==> src/tdp_pkg.sv <==
// Shared types and constants for the table delta audio decoder.
package tdp_pkg;

    localparam int NUM_CHANNELS = 2;
    localparam int CH_W         = (NUM_CHANNELS > 1) ? $clog2(NUM_CHANNELS) : 1;
    localparam int TABLE_DEPTH  = 256;
    localparam int CODE_W       = 8;
    localparam int SAMPLE_W     = 16;

    localparam logic signed [SAMPLE_W:0] SAT_MAX = 17'sd32767;
    localparam logic signed [SAMPLE_W:0] SAT_MIN = -17'sd32767;

    localparam logic [CH_W-1:0] LAST_CH = CH_W'(NUM_CHANNELS - 1);

    typedef enum logic
    {
        OP_DECODE = 1'b0,
        OP_LOAD   = 1'b1
    } op_t;

    typedef struct packed
    {
        logic signed [SAMPLE_W-1:0] sample;
        logic                       channel;
    } result_t;

endpackage

==> src/tdp_ram.sv <==
// Generic single-port synchronous RAM with registered read.
module tdp_ram #(
    parameter int WIDTH = 16,
    parameter int DEPTH = 256
) (
    input  logic                     clk,
    input  logic                     en,
    input  logic                     we,
    input  logic [$clog2(DEPTH)-1:0] addr,
    input  logic [WIDTH-1:0]         wdata,
    output logic [WIDTH-1:0]         rdata
);

    logic [WIDTH-1:0] mem [DEPTH];

    always_ff @(posedge clk)
    begin
        if (en)
        begin
            if (we)
            begin
                mem[addr] <= wdata;
            end
            else
            begin
                rdata <= mem[addr];
            end
        end
    end

endmodule

==> src/table_delta_audio_decoder.sv <==
// Top level: table-driven delta decoder for interleaved multichannel audio.
// The table RAM read and the saturating accumulator add take one stage each:
// a decode word's entry is registered by the read, its sum by the two-entry
// output buffer, which holds stalls. One word per cycle while s_tready is high.
// Reset clears the accumulators, the channel pointer and the pipeline at once;
// the delta table holds no defined value until loaded.
module table_delta_audio_decoder (
    input  logic        clk,
    input  logic        rst_n,
    input  logic        s_tvalid,
    output logic        s_tready,
    input  logic [23:0] s_tdata,   // code[7:0], table_value[23:8]
    input  logic        s_tuser,   // op
    input  logic        s_tlast,   // frame_start
    output logic        m_tvalid,
    input  logic        m_tready,
    output logic [15:0] m_tdata,   // sample[15:0]
    output logic        m_tuser    // channel
);

    import tdp_pkg::*;

    logic                        accept;
    logic                        is_decode;
    logic [CODE_W-1:0]           code;
    logic [SAMPLE_W-1:0]         table_value;
    logic [SAMPLE_W-1:0]         delta;

    logic [CH_W-1:0]             cur_ch_reg, cur_ch_next;
    logic [CH_W-1:0]             in_ch;
    logic                        s1_valid_reg;
    logic [CH_W-1:0]             s1_ch_reg;

    logic signed [SAMPLE_W-1:0]  acc_reg [NUM_CHANNELS];
    logic signed [SAMPLE_W:0]    sum;
    logic signed [SAMPLE_W-1:0]  sat;
    result_t                     s1_res;

    result_t                     out_reg, out_next, skid_reg, skid_next;
    logic                        out_valid_reg, out_valid_next;
    logic                        skid_valid_reg, skid_valid_next;
    logic                        pop;

    assign code        = s_tdata[CODE_W-1:0];
    assign table_value = s_tdata[CODE_W +: SAMPLE_W];
    assign accept      = s_tvalid && s_tready;
    assign is_decode   = (op_t'(s_tuser) == OP_DECODE);
    assign pop         = out_valid_reg && m_tready;

    // Block only when a result in flight would find both buffer slots taken.
    assign s_tready = !skid_valid_reg && !(s1_valid_reg && out_valid_reg && !m_tready);

    tdp_ram #(
        .WIDTH (SAMPLE_W),
        .DEPTH (TABLE_DEPTH)
    ) u_table (
        .clk   (clk),
        .en    (accept),
        .we    (op_t'(s_tuser) == OP_LOAD),
        .addr  (code),
        .wdata (table_value),
        .rdata (delta)
    );

    // Channel pointer advances at acceptance of a decode word.
    always_comb
    begin
        in_ch       = s_tlast ? '0 : cur_ch_reg;
        cur_ch_next = cur_ch_reg;
        if (accept && is_decode)
        begin
            cur_ch_next = (in_ch == LAST_CH) ? '0 : in_ch + CH_W'(1);
        end
    end

    always_ff @(posedge clk or negedge rst_n)
    begin
        if (!rst_n)
        begin
            cur_ch_reg   <= '0;
            s1_valid_reg <= 1'b0;
        end
        else
        begin
            cur_ch_reg   <= cur_ch_next;
            s1_valid_reg <= accept && is_decode;
        end
    end

    always_ff @(posedge clk)
    begin
        if (accept)
        begin
            s1_ch_reg <= in_ch;
        end
    end

    // Saturating accumulate against the entry just read.
    always_comb
    begin
        sum = (SAMPLE_W+1)'(acc_reg[s1_ch_reg]) + (SAMPLE_W+1)'($signed(delta));
        if (sum > SAT_MAX)
        begin
            sat = SAT_MAX[SAMPLE_W-1:0];
        end
        else if (sum < SAT_MIN)
        begin
            sat = SAT_MIN[SAMPLE_W-1:0];
        end
        else
        begin
            sat = sum[SAMPLE_W-1:0];
        end
        s1_res.sample  = sat;
        s1_res.channel = s1_ch_reg[0];
    end

    always_ff @(posedge clk or negedge rst_n)
    begin
        if (!rst_n)
        begin
            for (int i = 0; i < NUM_CHANNELS; i++)
            begin
                acc_reg[i] <= '0;
            end
        end
        else if (s1_valid_reg)
        begin
            acc_reg[s1_ch_reg] <= sat;
        end
    end

    // Output register plus skid entry, oldest word in out_reg.
    always_comb
    begin
        out_next        = out_reg;
        out_valid_next  = out_valid_reg;
        skid_next       = skid_reg;
        skid_valid_next = skid_valid_reg;
        if (out_valid_reg && !pop)
        begin
            if (s1_valid_reg)
            begin
                skid_next       = s1_res;
                skid_valid_next = 1'b1;
            end
        end
        else if (skid_valid_reg)
        begin
            out_next        = skid_reg;
            out_valid_next  = 1'b1;
            skid_next       = s1_res;
            skid_valid_next = s1_valid_reg;
        end
        else
        begin
            out_next        = s1_res;
            out_valid_next  = s1_valid_reg;
        end
    end

    always_ff @(posedge clk or negedge rst_n)
    begin
        if (!rst_n)
        begin
            out_valid_reg  <= 1'b0;
            skid_valid_reg <= 1'b0;
        end
        else
        begin
            out_valid_reg  <= out_valid_next;
            skid_valid_reg <= skid_valid_next;
        end
    end

    always_ff @(posedge clk)
    begin
        out_reg  <= out_next;
        skid_reg <= skid_next;
    end

    assign m_tvalid = out_valid_reg;
    assign m_tdata  = out_reg.sample;
    assign m_tuser  = out_reg.channel;

endmodule

==> config.mk <==
export PLATFORM = sky130hd
export DESIGN_NAME = table_delta_audio_decoder
export DESIGN_NICKNAME = d
export VERILOG_FILES = /design/src/tdp_pkg.sv /design/src/tdp_ram.sv /design/src/table_delta_audio_decoder.sv
export SDC_FILE = /design/constraint.sdc
export NUM_CORES = 2
export LEC_CHECK = 0
export BUFFER_PORTS_ARGS = -buffer_cell sky130_fd_sc_hd__buf_4
export CORE_ASPECT_RATIO = 1.4
export CORE_MARGIN = 2
export CORE_UTILIZATION = 40
export CTS_CLUSTER_DIAMETER = 50
export DETAILED_ROUTE_END_ITERATION = 8
export PLACE_DENSITY = 0.56
export SETUP_SLACK_MARGIN = 0.02
export SLEW_MARGIN = 20
export SYNTH_ARGS = -nofsm -noshare
export SYNTH_HDL_FRONTEND = slang
export SYNTH_HIERARCHICAL = 1
export SYNTH_SLANG_ARGS = --single-unit
export TNS_END_PERCENT = 100
==> constraint.sdc <==
create_clock -name clk -period 4.9 [get_ports clk]
set_input_delay 0.98 -clock clk [delete_from_list [all_inputs] [get_ports clk]]
set_output_delay 0.98 -clock clk [all_outputs]
set_load 0.01 [all_outputs]
==> results.toml <==
[final_layout]
final_nets = 7808
drive_gt1_share_pct = 30.0
largest_reg_flops = 4096
area_growth_pct = 15.3
design_area_mm2 = 0.184

[worst_setup_path]
cp-end-kind = "flop"
worstPathArrival_ns = 5.13
cp_max_fo = 12
crit_required_ns = 5.58
crit_chain = "buf_4 -> mux2_2 -> ha_1 -> a211oi_1 -> o211ai_2 -> a211oi_2 -> o21ai_2 -> xnor2_2 -> a31oi_1 -> a21oi_1 -> inv_1 -> mux2_2"
path_class = "flop to flop"
critPathMaxStageDelay_ns = 0.53
worst_setup_path_start_kind = "flop"
slowest_stage = "edfxtp_1"
r2r_setup_slack_ns = 0.45
cp_common_cell = "mux2_2"

[die]
die-width_um = 538
core_area_mm2 = 0.397
die-area_mm2 = 0.404
num_io_pins = 49
die_h_um = 751
rows = 274
start_util_pct = 40.1

[timing]
max_slew_margin_pct = 20.6
clock.fmax_mhz = 225
slew_viol_final = 0
post-route-period-util_pct = 90.8
setup_viol = 0
skew_ns = 0.0455
rsz0062_at_grt = "false"
worst_pin_slew_ns = 1.19
period_needed_ns = 4.45
hold_viol_final = 0

[power_and_ir_drop]
powerDensity_mw_per_mm2 = 413
clkPwrFrac_pct = 40.3
internal_power_mw = 59.1
seqPwrFrac_pct = 52.4
p_leak_nw = 57.1
p_sw_share_pct = 22.3
pwr-share-comb_pct = 7.3
fin_total_pwr_mw = 76.0
power_switching_mw = 17.0
ir_drop_mv = 0.293

[clock_tree]
cts.clk_slew.worst_paths_ns = 0.06
cts_buffers = 386
cts_resized = 0
cts_tree = "done"
cts_buffer_depth = 4
cts_root_buffer = "clkbuf_16"
htree_levels = 5
clock-sinks = 4183
clk_latency_ns = 0.95

[global_routing]
grt_pass1_wl_um = 609000
antenna_found_initial = 16
grt-ovfl-total = 0
grtUsageTotal_pct = 21.2
grt_max_degree = 131
first_global_vias = 79800

[drt]
drt_iter0_drc = 8786
vias = 77800
firstDrtPassIters = 5
wl_met2_um = 219000
dr_wl_met3_um = 25900
drc_errors = 0
wl_per_cell_um = 32.3
wl_met1_um = 167000
drtAntennaViolNets = 0
via_per_inst = 5.84
maxUsedRoutingLayer = "met5"
routed_wl_um = 430000

[job]
cap_violations = 0

[place]
hpwl_um = 263000
portBuffers = 48
gp_congestion = 0.827
place_area_mm2 = 0.171

[synthesis]
yosysUniqueCellTypes = 68
synth_area_mm2 = 0.160
async_flop_share_pct = 0.861
synth_area_per_cell_um2 = 22.4
yosysTopAreaCell = "edfxtp_1"
synth_edf_count = 4147
synth_ff_type = "edfxtp_1"
netlist.area_leader.share_pct = 78.1
synth_area_leaders = "edfxtp_1 (78%), mux4_2 (14%), a22oi_1 (2.4%)"
synth_cells = 7117
ys_seq_area_share_pct = 78.6
yosys_warnings = 6
synth.ff_latch_count = 4183
syn-num-nets = 7164

[outcome]
status = "finished, final reports clean"

[min_path]
hp-class = "input port to flop"
[stage by stage]
step / TNS, ns / hold WS, ns / cells / setup slack [ns] / util (%)
detailed placement: -0.0491 / 0.472 / 12600 / -0.0491 / 43.1
global placement: -2.69 / 0.459 / 12600 / -0.732 / 43.1
finish: 0 / 0.317 / 13300 / 0.451 / 46.3
CTS: 0 / 0.247 / 13300 / 0.463 / 46.3
floorplan: 0 / 0.439 / 7117 / 1.21 / -
global route: 0 / 0.298 / 13300 / 0.218 / 46.3
[cells by family (layout without fill, tap and decap cells)]
kind of cell | after synthesis | after routing | share of synthesized area (%)
compound gates | 954 | 954 | 4.12
fa+ha+maj | 24 | 24 | 0.182
simple gates | 438 | 438 | 1.16
buf+inv | 461 | 1424 | 1.23
xor+xnor | 8 | 8 | 0.0533
other cells | 0 | 7 | 0
flops | 4183 | 4183 | 78.6
mux | 1049 | 1049 | 14.6
[critical path, delay by kind of cell, from the launching register on]
kind / cells / cell delay [ns]
fa+ha+maj: 1 / 0.43
mux: 2 / 0.63
compound gates: 6 / 1.69
buf+inv: 2 / 0.39
flops: 1 / 0.53
xor+xnor: 1 / 0.52
[per-layer routing]
layer / up-vias / global-route usage (%)
met5: - / 0
met4: 8 / 8.09
met3: 591 / 2.86
met2: 2882 / 36.1
met1: 42700 / 27.5
li1: 31700 / -
[power groups by stage]
| stage | clock network, mW | registers [mW] | logic (mW) |
|---|---|---|---|
| floorplan | 0 | 40.6 | 3.23 |
| global placement | 0 | 40.6 | 5.48 |
| detailed placement | 0 | 40.6 | 5.61 |
| CTS | 31.2 | 39.8 | 5.62 |
| global route | 32.5 | 39.9 | 5.99 |
| finish | 30.6 | 39.8 | 5.56 |
[layout make-up]
cell class | instances | area, um^2
inverter | 23 | 86.3
clock buffer | 458 | 10100
timing repair buffer | 694 | 6430
antenna | 7 | 17.5
clock inverter | 249 | 2630
sequential | 4183 | 125000
fill | 32600 | 213000
tap | 5244 | 6560
multi-input combinational | 2473 | 32700
[Yosys cell counts, types with 20 or more instances]
cell,n
a21oi_1,276
buf_1,43
nand2_1,85
clkbuf_1,277
nor2_1,275
edfxtp_1,4147
o41ai_1,65
a22oi_1,515
inv_1,23
o21ai_0,49
mux2_2,23
mux4_2,1024
nand4_1,20
dfrtp_1,36
buf_2,98
[what timing repair did]
action,in CTS,in global routing
setup buffers,0,0
hold endpoints to repair,36,0
hold buffers,1,0
[cell usage in the layout, fill, tap and decap left out, types with 6 or more instances in the layout]
cell        instances
edfxtp_1         4147
mux4_2           1024
buf_4             589
a22oi_1           515
clkbuf_16         394
a21oi_1           276
nor2_1            264
buf_12             84
clkinv_1           78
nand2_1            68
clkinv_2           67
clkbuf_1           64
o41ai_2            51
o21ai_0            49
bufinv_16          47
dfrtp_1            36
mux2_2             23
inv_1              23
nand4_1            20
clkinvlp_4         19
buf_8              17
ha_1               16
nand2_2            16
clkinv_4           15
inv_6              10
nor2_2             10
o41ai_1             9
nand3_1             8
nor2b_1             8
o311ai_2            8
diode_2             7
maj3_1              7
clkinv_8            7
nor3_1              6
[worst paths after layout]
check                       startpoint      endpoint  depth (start not counted)
min                            s_tuser  s1_valid_reg                          2
max                          s1_ch_reg   m_tdata[12]                         12
min reg2reg                acc_reg[29]   acc_reg[29]                          2
min in group asynchronous        rst_n      m_tvalid                          2
max reg2reg                  s1_ch_reg   m_tdata[12]                         12
max in group asynchronous        rst_n   acc_reg[15]                          2
Power figures use the tool's default switching activity.
